**src/rtl/plf_pkg.sv**
```systemverilog
// ----------------------------------------------------------------------------
// plf_pkg
// types, codes and square helpers shared by the playfair cipher unit
// ----------------------------------------------------------------------------
package plf_pkg;

  localparam int SQ_SIDE     = 5;
  localparam int SQ_CELLS    = 25;
  localparam int NUM_LETTERS = 26;
  localparam int LTR_W       = 5;

  localparam logic [LTR_W-1:0] LETTER_J = 5'd9;

  // op codes
  localparam logic [1:0] OP_KEY     = 2'd0;
  localparam logic [1:0] OP_FINISH  = 2'd1;
  localparam logic [1:0] OP_ENCRYPT = 2'd2;
  localparam logic [1:0] OP_DECRYPT = 2'd3;

  // status codes
  localparam logic [1:0] ST_OK        = 2'd0;
  localparam logic [1:0] ST_NOT_IN_SQ = 2'd1;
  localparam logic [1:0] ST_KEY_OPEN  = 2'd2;

  typedef struct packed {
    logic [1:0]       op;
    logic [LTR_W-1:0] letter_a;
    logic [LTR_W-1:0] letter_b;
  } in_t;

  typedef struct packed {
    logic [LTR_W-1:0] out_a;
    logic [LTR_W-1:0] out_b;
    logic [1:0]       status;
  } out_t;

  // cell coordinates inside the square
  typedef struct packed {
    logic [2:0] row;
    logic [2:0] col;
  } pos_t;

  function automatic logic in_square(input logic [LTR_W-1:0] v);
    return (v < LTR_W'(NUM_LETTERS)) && (v != LETTER_J);
  endfunction

  // row * 5 + col
  function automatic logic [LTR_W-1:0] cell_of(input logic [2:0] r, input logic [2:0] c);
    return ({2'b00, r} << 2) + {2'b00, r} + {2'b00, c};
  endfunction

endpackage

```
**src/rtl/playfair_digraph_cipher_unit.sv**
```systemverilog
// ----------------------------------------------------------------------------
// playfair_digraph_cipher_unit
// 5x5 playfair key square builder with digraph encrypt and decrypt
//
//   channel | direction | handshake           | payload
//   in      | input     | in_valid_i/in_stall_o   | plf_pkg::in_t
//   out     | output    | out_valid_o/out_stall_i | plf_pkg::out_t
//
// key letter: taken in the idle state, which it does not leave. finish key: the transfer,
// then a fill sweep over the alphabet, one letter per cycle. pair: place ram read, square
//   ram read, result register, output register load; an error status pair skips the ram reads
// reset clears the used flags, fill count and key state; no clearing pass
// a new item is taken while a result waits in the output register; a pair
// result waits in its final state until that register is free
// ----------------------------------------------------------------------------
module playfair_digraph_cipher_unit (
  input  logic          clk_i,
  input  logic          rst_ni,
  input  logic          in_valid_i,
  output logic          in_stall_o,
  input  plf_pkg::in_t  in_data_i,
  output logic          out_valid_o,
  input  logic          out_stall_i,
  output plf_pkg::out_t out_data_o
);
  import plf_pkg::*;

  localparam logic [2:0] S_IDLE   = 3'd0;
  localparam logic [2:0] S_PLACE  = 3'd1;
  localparam logic [2:0] S_SQUARE = 3'd2;
  localparam logic [2:0] S_OUT    = 3'd3;
  localparam logic [2:0] S_FILL   = 3'd4;

  logic [2:0]             state_q, state_d;
  logic [NUM_LETTERS-1:0] used_q, used_d;
  logic [LTR_W-1:0]       fill_q, fill_d;
  logic                   key_done_q, key_done_d;
  logic [LTR_W-1:0]       sweep_q, sweep_d;
  logic                   dec_q, dec_d;
  out_t                   res_q, res_d;
  out_t                   out_q;
  logic                   out_valid_q;

  logic                   in_xfer, out_xfer, out_load;
  logic [NUM_LETTERS-1:0] used_base;
  logic [LTR_W-1:0]       fill_base;
  logic                   wr_en;
  logic [LTR_W-1:0]       wr_letter, wr_cell;

  logic [LTR_W-1:0]       place_a, place_b, sq_a, sq_b;
  logic [LTR_W-1:0]       cell_a, cell_b;
  pos_t                   pos_a, pos_b;

  assign in_stall_o = (state_q != S_IDLE);
  assign in_xfer    = in_valid_i && !in_stall_o;
  assign out_xfer   = out_valid_q && !out_stall_i;
  assign out_load   = (state_q == S_OUT) && (!out_valid_q || !out_stall_i);

  always_comb begin
    state_d    = state_q;
    used_base  = used_q;
    fill_base  = fill_q;
    key_done_d = key_done_q;
    sweep_d    = sweep_q;
    dec_d      = dec_q;
    res_d      = res_q;
    wr_en      = 1'b0;
    wr_letter  = sweep_q;
    wr_cell    = fill_q;

    case (state_q)
      S_IDLE: begin
        if (in_xfer) begin
          case (in_data_i.op)
            OP_KEY: begin
              // a key letter after finish starts a fresh key
              if (key_done_q) begin
                used_base  = '0;
                fill_base  = '0;
                key_done_d = 1'b0;
              end
              wr_letter = in_data_i.letter_a;
              wr_cell   = fill_base;
              wr_en     = in_square(in_data_i.letter_a) &&
                          !used_base[in_data_i.letter_a] &&
                          (fill_base < LTR_W'(SQ_CELLS));
            end
            OP_FINISH: begin
              sweep_d = '0;
              state_d = S_FILL;
            end
            default: begin
              res_d.out_a = '0;
              res_d.out_b = '0;
              dec_d       = (in_data_i.op == OP_DECRYPT);
              if (!key_done_q) begin
                res_d.status = ST_KEY_OPEN;
                state_d      = S_OUT;
              end else if (!in_square(in_data_i.letter_a) ||
                           !in_square(in_data_i.letter_b)) begin
                res_d.status = ST_NOT_IN_SQ;
                state_d      = S_OUT;
              end else begin
                res_d.status = ST_OK;
                state_d      = S_PLACE;
              end
            end
          endcase
        end
      end
      S_PLACE: begin
        // place data is back; square read issued on the merged cells
        state_d = S_SQUARE;
      end
      S_SQUARE: begin
        res_d.out_a = sq_a;
        res_d.out_b = sq_b;
        state_d     = S_OUT;
      end
      S_OUT: begin
        if (out_load) begin
          state_d = S_IDLE;
        end
      end
      S_FILL: begin
        wr_en = (sweep_q != LETTER_J) && !used_q[sweep_q] &&
                (fill_q < LTR_W'(SQ_CELLS));
        if (sweep_q == LTR_W'(NUM_LETTERS - 1)) begin
          key_done_d = 1'b1;
          state_d    = S_IDLE;
        end else begin
          sweep_d = sweep_q + 1'b1;
        end
      end
      default: begin
        state_d = S_IDLE;
      end
    endcase

    used_d = used_base;
    fill_d = fill_base;
    if (wr_en) begin
      used_d[wr_letter] = 1'b1;
      fill_d            = fill_base + 1'b1;
    end
  end

  always_ff @(posedge clk_i or negedge rst_ni) begin
    if (!rst_ni) begin
      state_q     <= S_IDLE;
      used_q      <= '0;
      fill_q      <= '0;
      key_done_q  <= 1'b0;
      sweep_q     <= '0;
      out_valid_q <= 1'b0;
    end else begin
      state_q    <= state_d;
      used_q     <= used_d;
      fill_q     <= fill_d;
      key_done_q <= key_done_d;
      sweep_q    <= sweep_d;
      if (out_load) begin
        out_valid_q <= 1'b1;
      end else if (out_xfer) begin
        out_valid_q <= 1'b0;
      end
    end
  end

  always_ff @(posedge clk_i) begin
    dec_q <= dec_d;
    res_q <= res_d;
    if (out_load) begin
      out_q <= res_q;
    end
  end

  // letter -> cell index
  plf_ram #(
    .WIDTH (LTR_W),
    .DEPTH (NUM_LETTERS)
  ) u_place_ram (
    .clk_i    (clk_i),
    .we_i     (wr_en),
    .waddr_i  (wr_letter),
    .wdata_i  (wr_cell),
    .raddr0_i (in_data_i.letter_a),
    .raddr1_i (in_data_i.letter_b),
    .rdata0_o (place_a),
    .rdata1_o (place_b)
  );

  plf_lane u_lane_a (
    .cell_i (place_a),
    .pos_o  (pos_a)
  );

  plf_lane u_lane_b (
    .cell_i (place_b),
    .pos_o  (pos_b)
  );

  plf_merge u_merge (
    .pos_a_i  (pos_a),
    .pos_b_i  (pos_b),
    .dec_i    (dec_q),
    .cell_a_o (cell_a),
    .cell_b_o (cell_b)
  );

  // cell index -> letter
  plf_ram #(
    .WIDTH (LTR_W),
    .DEPTH (SQ_CELLS)
  ) u_square_ram (
    .clk_i    (clk_i),
    .we_i     (wr_en),
    .waddr_i  (wr_cell),
    .wdata_i  (wr_letter),
    .raddr0_i (cell_a),
    .raddr1_i (cell_b),
    .rdata0_o (sq_a),
    .rdata1_o (sq_b)
  );

  assign out_valid_o = out_valid_q;
  assign out_data_o  = out_q;

endmodule

```
**src/rtl/plf_ram.sv**
```systemverilog
// ----------------------------------------------------------------------------
// plf_ram
// generic ram, one write port and two registered read ports
// ----------------------------------------------------------------------------
module plf_ram #(
  parameter int WIDTH = 5,
  parameter int DEPTH = 25
) (
  input  logic                     clk_i,
  input  logic                     we_i,
  input  logic [$clog2(DEPTH)-1:0] waddr_i,
  input  logic [WIDTH-1:0]         wdata_i,
  input  logic [$clog2(DEPTH)-1:0] raddr0_i,
  input  logic [$clog2(DEPTH)-1:0] raddr1_i,
  output logic [WIDTH-1:0]         rdata0_o,
  output logic [WIDTH-1:0]         rdata1_o
);

  logic [WIDTH-1:0] mem_q [DEPTH];
  logic [WIDTH-1:0] rdata0_q, rdata1_q;

  always_ff @(posedge clk_i) begin
    if (we_i) begin
      mem_q[waddr_i] <= wdata_i;
    end
    rdata0_q <= mem_q[raddr0_i];
    rdata1_q <= mem_q[raddr1_i];
  end

  assign rdata0_o = rdata0_q;
  assign rdata1_o = rdata1_q;

endmodule

```
**src/rtl/plf_lane.sv**
```systemverilog
// ----------------------------------------------------------------------------
// plf_lane
// splits one letter's cell index into row and column of the square
// ----------------------------------------------------------------------------
module plf_lane (
  input  logic [plf_pkg::LTR_W-1:0] cell_i,
  output plf_pkg::pos_t             pos_o
);
  import plf_pkg::*;

  logic [2:0]       row;
  logic [LTR_W-1:0] col_full;

  always_comb begin
    if (cell_i < 5'd5) begin
      row = 3'd0;
    end else if (cell_i < 5'd10) begin
      row = 3'd1;
    end else if (cell_i < 5'd15) begin
      row = 3'd2;
    end else if (cell_i < 5'd20) begin
      row = 3'd3;
    end else begin
      row = 3'd4;
    end
    col_full = cell_i - cell_of(row, 3'd0);
  end

  assign pos_o.row = row;
  assign pos_o.col = col_full[2:0];

endmodule

```
**src/rtl/plf_merge.sv**
```systemverilog
// ----------------------------------------------------------------------------
// plf_merge
// compares the two lane positions and picks the two output cells
// ----------------------------------------------------------------------------
module plf_merge (
  input  plf_pkg::pos_t             pos_a_i,
  input  plf_pkg::pos_t             pos_b_i,
  input  logic                      dec_i,
  output logic [plf_pkg::LTR_W-1:0] cell_a_o,
  output logic [plf_pkg::LTR_W-1:0] cell_b_o
);
  import plf_pkg::*;

  // one step forward or back, wrapping within the side
  function automatic logic [2:0] step5(input logic [2:0] x, input logic back);
    logic [2:0] r;
    if (back) begin
      r = (x == 3'd0) ? 3'(SQ_SIDE - 1) : x - 3'd1;
    end else begin
      r = (x == 3'(SQ_SIDE - 1)) ? 3'd0 : x + 3'd1;
    end
    return r;
  endfunction

  always_comb begin
    if (pos_a_i.row == pos_b_i.row) begin
      // identical letters land here too
      cell_a_o = cell_of(pos_a_i.row, step5(pos_a_i.col, dec_i));
      cell_b_o = cell_of(pos_b_i.row, step5(pos_b_i.col, dec_i));
    end else if (pos_a_i.col == pos_b_i.col) begin
      cell_a_o = cell_of(step5(pos_a_i.row, dec_i), pos_a_i.col);
      cell_b_o = cell_of(step5(pos_b_i.row, dec_i), pos_b_i.col);
    end else begin
      cell_a_o = cell_of(pos_a_i.row, pos_b_i.col);
      cell_b_o = cell_of(pos_b_i.row, pos_a_i.col);
    end
  end

endmodule

```
**config.mk**
```make
export PLATFORM = sky130hd
export DESIGN_NAME = playfair_digraph_cipher_unit
export DESIGN_NICKNAME = d
export VERILOG_FILES = /design/src/rtl/plf_pkg.sv /design/src/rtl/playfair_digraph_cipher_unit.sv /design/src/rtl/plf_ram.sv /design/src/rtl/plf_lane.sv /design/src/rtl/plf_merge.sv
export SDC_FILE = /design/constraint.sdc
export NUM_CORES = 1
export LEC_CHECK = 0
export BUFFER_PORTS_ARGS = -buffer_cell sky130_fd_sc_hd__buf_4
export CAP_MARGIN = 20
export CORE_MARGIN = 2
export CORE_UTILIZATION = 47
export DETAILED_ROUTE_END_ITERATION = 8
export SLEW_MARGIN = 20
export SYNTH_ARGS = -nofsm -noshare
export SYNTH_HDL_FRONTEND = slang
export SYNTH_SLANG_ARGS = --single-unit
```
**constraint.sdc**
```tcl
create_clock -name clk_i -period 6.3 [get_ports clk_i]
set_input_delay 1.26 -clock clk_i [delete_from_list [all_inputs] [get_ports clk_i]]
set_output_delay 1.26 -clock clk_i [all_outputs]
set_load 0.02 [all_outputs]
```
=== Word level (Yosys, flattened, before mapping) ===
Memory sizes are Yosys's and may differ from the RTL's. A register that Yosys moved wholly into a read port is not among the register bits.
Cells that the tools add are included.

* Register bits after elaboration: 66
* Bits in writable memories: 255
* Input port bits: 16
* Output and inout port bits: 14
* Word-level logic and storage cells: 196
* Memories: 2

* Add/sub/neg operators: 22
* $lt $le $gt $ge: 16
* Equal/unequal tests: 24
* Multiplexer cells: 82
* Bitwise logic cells: 2
* Reduce and logical (&&, ||, !) cells: 35

{| class="wikitable"
|+ Memory list
! name !! words !! width !! read ports !! clocked after Yosys merged registers in !! write ports !! line !! source
|-
| u_place_ram.mem_q || 26 || 5 || 2 || 2 || 1 || plf_ram.sv:19 || <nowiki>logic [WIDTH-1:0] mem_q [DEPTH];</nowiki>
|-
| u_square_ram.mem_q || 25 || 5 || 2 || 2 || 1 || plf_ram.sv:19 ||
|}

{| class="wikitable"
|+ Operators with widths
! cell !! count
|-
| 26-bit 2-to-1 mux || 8
|-
| 5-bit 2-to-1 mux || 18
|-
| 3-bit 2-to-1 mux || 29
|-
| 5-bit by 3-bit adder with 5-bit output || 10
|-
| 5-bit < comparator (second input constant) || 6
|-
| 26-bit bitwise OR || 1
|-
| 12-bit 2-to-1 mux || 2
|-
| 5-bit by 4-bit < comparator with 1-bit output (second input constant) || 4
|-
| 10-bit one-hot mux with 2 select lines || 1
|-
| 5-bit by 6-bit < comparator with 1-bit output (second input constant) || 3
|-
| 3-bit equality test (second input constant) || 5
|-
| 3-bit logical NOT || 5
|-
| 5-bit by 4-bit inequality test with 1-bit output (second input constant) || 3
|-
| 3-bit one-hot mux with 5 select lines || 1
|-
| 1-bit 2-to-1 mux || 13
|-
| 3-bit by 1-bit adder with 3-bit output (second input constant) || 4
|-
| 2-bit inequality test (second input constant) || 6
|-
| 4-bit AND reduction || 3
|-
| 3-bit by 1-bit subtractor with 3-bit output (second input constant) || 4
|-
| 5-bit by 1-bit adder with 5-bit output (second input constant) || 2
|-
| 1-bit binary-select mux with 5-bit select || 2
|-
| 1-bit logical AND || 10
|-
| 5-bit by 3-bit < comparator with 1-bit output (second input constant) || 2
|-
| 5-bit one-hot mux with 2 select lines || 1
|-
| other kinds (21) || 38
|}

=== Longest topological paths before layout ===
* Word-level depth: 15
* Gate-level depth with buffers: 23
* Mapped depth without buffers: 22

=== Modules after synthesis ===
A second synthesis with hierarchy kept.

* Cells, all modules: 1,311
* Area, all modules: 18,016.0 sq um

{| class="wikitable"
|+ By module, submodules not included
! module !! instances !! cells each !! area an instance (sq um) !! seq. area each (sq um)
|-
| plf_ram at u_place_ram || 1 || 412 || 6,497.5 || 4,103.9
|-
| plf_ram at u_square_ram || 1 || 372 || 6,223.5 || 3,953.8
|-
| playfair_digraph_cipher_unit || 1 || 271 || 3,389.5 || 1,776.7
|-
| plf_merge || 1 || 210 || 1,615.3 || 0.0
|-
| plf_lane || 2 || 23 || 145.1 || 0.0
|}

=== Worst setup path after synthesis ===
Ideal clock, no wire load.

* Kind: reg-to-reg
* Start: register u_place_ram.rdata0_q[2] (netlist: u_place_ram.rdata0_o[2]), read port of u_place_ram.mem_q
* End: register u_square_ram.rdata0_q[0] (netlist: u_square_ram.rdata0_o[0]), read port of u_square_ram.mem_q
* Setup time: 79 ps
* Arrival: 4,811 ps
* Required time: 6,221 ps
* Setup slack: 1,409 ps
* Cell stages (with the launch flop): 21
* Buffers on the path: 2
* Clock period less this slack: 4,891 ps
* Cell sequence: dfxtp_1 > nor2_1 > a21o_1 > o21ai_2 > inv_1 > ha_1 > fa_1 > xor3_2 > inv_4 > xnor2_1 > a21oi_1 > ha_1 > fa_1 > or3_1 > and2_1 > buf_4 > buf_6 > mux2i_1 > mux2_2 > a211o_1 > a211oi_2

* Word-level cells in the longest chain between the ends: 14
* Elaborated cells between the ends (all ways): 35
* Those cells by class: 10 x add/sub; 4 x order compare; 4 x eq/ne; 15 x mux; 2 x reduce/logical

{| class="wikitable"
|+ Ends and longest elaborated chain
! what !! line !! source
|-
| from (decl) || plf_ram.sv:20 || <nowiki>logic [WIDTH-1:0] rdata0_q, rdata1_q;</nowiki>
|-
| branches (longest 13 deep; another with 5-bit < comparator) || - ||
|-
| 5-bit 2-to-1 mux (*) || plf_merge.sv:26 || <nowiki>if (pos_a_i.row == pos_b_i.row) begin</nowiki>
|-
| to (decl) || plf_ram.sv:20 ||
|}

Mark *: on every way between the ends. The select of a mux whose other input is x is not followed.
A chain may end at the register's enable or synchronous reset.

=== Worst setup path after layout ===
* Start: register u_place_ram.rdata1_q[2] (netlist: u_place_ram.rdata1_o[2]), read port of u_place_ram.mem_q
* End: register u_square_ram.rdata1_q[3] (netlist: u_square_ram.rdata1_o[3]), read port of u_square_ram.mem_q

* Word-level cells in the longest chain between the ends: 14
* Elaborated cells between the ends (all ways): 35
* Those cells by class: 10 x add/sub; 4 x order compare; 4 x eq/ne; 15 x mux; 2 x reduce/logical

{| class="wikitable"
|+ Ends and longest elaborated chain
! what !! line
|-
| from (decl) || plf_ram.sv:20
|-
| branches (longest 13 deep; another with 5-bit < comparator) || -
|-
| 5-bit 2-to-1 mux (*) || plf_merge.sv:26
|-
| to (decl) || plf_ram.sv:20
|}

Marked as above.

==> flow_summary_export.csv <==
group,metric,value,unit
timing,rsz0062_at_grt,"no",
detailed_routing,drtIter0Drc,1352,
placement,dp.cells,1939,
synth,avgSynthCellArea,12.3,sq um
power,comb_power_share,51.4,%
final_layout,drive_gt1_share,14.8,%
synth,synthArstFlopShare,12.0,%
setup_path,end_kind,"flop",
detailed_routing,viasPerCell,6.15,
clock_tree,clk_latency,0.55,ns
clock_tree,htreeDepth,2,
final_layout,final_cell_mix,"280 x edfxtp_1, 208 x nand2_1, 112 x a21oi_1",
synth,ys_types,78,
power,switching_power,4.67,mW
floorplan,fp.dieH,200,microns
floorplan,start_util,47.8,%
grt,grt_max_degree,61,
clock_tree,clockBufferDepth,3,
setup_path,slowest_delay,0.66,ns
power,clkPwrFrac,20.2,%
setup_path,start_kind,"flop",
placement,hpwl,32.5,mm
timing,fmax,172,MHz
placement,dp_slack,0.594,ns
worst_hold_path,hold_path.class,"flop to flop",
timing,setup_ws,0.494,ns
clock_tree,clk_pin_slew,0.06,ns
timing,max_slew_margin,24.0,%
synth,synth_ff_type,"edfxtp_1",
timing,layout_min_cycle_time,5.81,ns
power,peakVddDrop,0.000413,V
worst_hold_path,hp-start,"res_q[8]$_DFFE_PP_",
setup_path,r2r_cells,22,
setup_path,crit_family,"adder cells",
detailed_routing,wl_per_cell,23.8,microns
synth,syn_area,18000,sq um
grt,grt-ovfl-total,0,
detailed_routing,via_count,12400,
grt,grt_usage,24.9,%
final_layout,area_delta_synth_final,11.0,%
clock_tree,cts_tree,"built",
clock_tree,cts-root-buf,"clkbuf_16",
synth,synth-edff-count,280,
synth,synth_seq_cells,341,
floorplan,core,37700,sq um
floorplan,die_x,200,microns
synth,yosys_warnings,0,
floorplan,fp.dieArea,39900,sq um
setup_path,crit_arrival,6.24,ns
setup_path,cp_num_buf_inv,4,
floorplan,io_pins,30,
power,switching_share,42.4,%
clock_tree,cts_resized,0,
timing,drv_slew,0,
timing,finalCritPeriodShare,92.2,%
setup_path,cp_max_fo,11,
synth,ys_seq_area_share,54.7,%
setup_path,reg2reg_to,"u_square_ram.rdata1_o[3]$_DFF_P_",
grt,antenna_found_initial,0,
detailed_routing,routed_wl,47.8,mm
timing,skew,0.0148,ns
power,seqPwrFrac,28.4,%
setup_path,critPathMostFrequentCell,"ha_1",
placement,place.gp.congestion,0.903,
final_layout,fillCellCount,3233,
grt,first_global_vias,11900,
power,finalPower,11.0,mW
placement,port_buffers,29,
detailed_routing,detail-route-antenna-nets,0,
detailed_routing,drc,0,
worst_hold_path,hold_depth,0,
setup_path,critical_path_class,"flop to flop",
timing,holdWs,0.417,ns
power,p_leak,7.58,nW
setup_path,cp_cell_sequence,"nor2_1 -> a21o_1 -> o21ai_4 -> inv_1 -> ha_1 -> fa_1 -> xor3_4 -> inv_4 -> ha_1 -> inv_1 -> a21oi_1 -> nor2_1 -> ha_1 -> fa_1 -> a21oi_1 -> nor2b_1 -> xnor2_1 -> o21ai_0 -> buf_4 -> nor3b_1 -> a22oi_1 -> and4b_1",
clock_tree,cts_post_setup_buffers_inserted,0,
clock_tree,clock_sinks,341,
timing,setup_viol_count_final,0,
final_layout,layout.cells.non_filler,2009,
floorplan,rows,71,
final_layout,final_nets,1536,
grt,grt_pass1_wl,73.0,mm
setup_path,slowest_stage,"nor3b_1",
clock_tree,cts_buffers,38,
setup_path,required,6.74,ns
run_status,status,"complete, no violations",
power,p_per_area,551,nW/um^2
worst_hold_path,holdPathEnd,"out_data_o[8]$_DFFE_PP_",
timing,finalHoldViolCount,0,
setup_path,rr_startpoint,"u_place_ram.rdata1_o[2]$_DFF_P_",
detailed_routing,dr.pass1.iters,7,
timing,tns,0,ns
clock_tree,postCtsHoldBufs,0,
setup_path,r2r_slack,0.49,ns
power,internal_power,6.34,mW
run,drv_cap,0,
synth,synth.net_count,1525,
timing,tightest_slew,1.14,ns
final_layout,final_common_cell,"edfxtp_1",
synth,synth_cells,1457,
## per-stage QoR
stage / cell area [sq um] / utilization (%)
finish: 20000 / 53.0
global route: 20000 / 53.0
CTS: 20000 / 53.0
detailed placement: 18700 / 49.7
global placement: 18700 / 49.7
floorplan: 18000 / -
## routing by layer
| layer | share of wire (%) | up-vias | global-route usage [%] |
|---|---|---|---|
| li1 | - | 5560 | - |
| met5 | 0 | - | 0 |
| met3 | 8.5 | 77 | 5.59 |
| met2 | 45 | 544 | 37.6 |
| met4 | 2.3 | 0 | 6.89 |
| met1 | 44 | 6174 | 36.1 |
## power by group through the flow
stage               logic [mW]  registers, mW  clock network (mW)
CTS                       5.58           3.12                2.27
global placement          5.51           3.16                   0
finish                    5.66           3.13                2.22
detailed placement        5.55           3.17                   0
global route              6.15           3.16                2.37
floorplan                 4.08           3.08                   0
## sequential cells by signal (all words and copies together), names as in the netlist
name,count
u_place_ram.rdata1_o,5
u_square_ram.rdata0_o,5
u_square_ram.mem_q,125
res_q,12
state_q,3
out_data_o,12
out_valid_o,1
fill_q,5
u_square_ram.rdata1_o,5
key_done_q,1
u_place_ram.mem_q,130
used_q,26
u_place_ram.rdata0_o,5
sweep_q,5
dec_q,1
## layout make-up
class,instances,area (sq um),area share [%]
sequential,341,9830,49.2
multi-input combinational,992,7650,38.3
clock buffer,51,1080,5.43
tap,511,639,3.20
timing repair buffer,53,423,2.12
clock inverter,18,176,0.883
inverter,42,163,0.814
antenna,1,2.50,0.0125
## synth_stat cells (all sizes together), types with 16 or more instances
library cell  number  area, sq um
a21o              27          203
and3              17          106
buf               39          213
edfxtp           280         8410
dfxtp             20          400
nand2            209          785
xnor2             18          165
nand3             16         80.1
clkbuf            43          161
a21oi            113          566
ha                42          526
nor2              93          357
mux2              22          248
mux4              54         1220
dfrtp             41         1030
inv               42          163
o22ai             25          156
mux2i             89          891
a32o              18          180
o21ai             37          223
## worst reg2reg max path: cells and delay by family (launching register included)
family / cells / cell delay (ns)
AOI/OAI and AO/OA: 6 / 1.34
xor gates and xnor gates: 2 / 0.68
adders and majority gates: 5 / 1.42
buffers and inverters: 4 / 0.67
DFF: 1 / 0.43
and+or+nand+nor: 5 / 1.18
## logic make-up after synthesis
logic type	Yosys count	share of synthesized area (%)
fa+ha+maj	55	4.20
compound gates	319	12.4
flops	341	54.7
buf+inv	124	2.98
simple gates	418	10.6
mux	165	13.1
xor+xnor	35	2.04
## how the worst max path moves through the flow
stage / start / cells after the start / slack (ns) / end
finish: u_place_ram.rdata1_o[2]$_DFF_P_ / 22 / 0.49 / u_square_ram.rdata1_o[3]$_DFF_P_
CTS: u_place_ram.rdata1_o[2]$_DFF_P_ / 22 / 0.59 / u_square_ram.rdata1_o[3]$_DFF_P_
floorplan: u_place_ram.rdata0_o[2]$_DFF_P_ / 20 / 1.41 / u_square_ram.rdata0_o[0]$_DFF_P_
global route: u_place_ram.rdata1_o[3]$_DFF_P_ / 22 / 0.12 / u_square_ram.rdata1_o[3]$_DFF_P_
detailed placement: u_place_ram.rdata1_o[2]$_DFF_P_ / 22 / 0.59 / u_square_ram.rdata1_o[3]$_DFF_P_
global placement: u_place_ram.rdata1_o[2]$_DFF_P_ / 22 / 0.61 / u_square_ram.rdata1_o[3]$_DFF_P_
(Power assumes the default switching activity.)
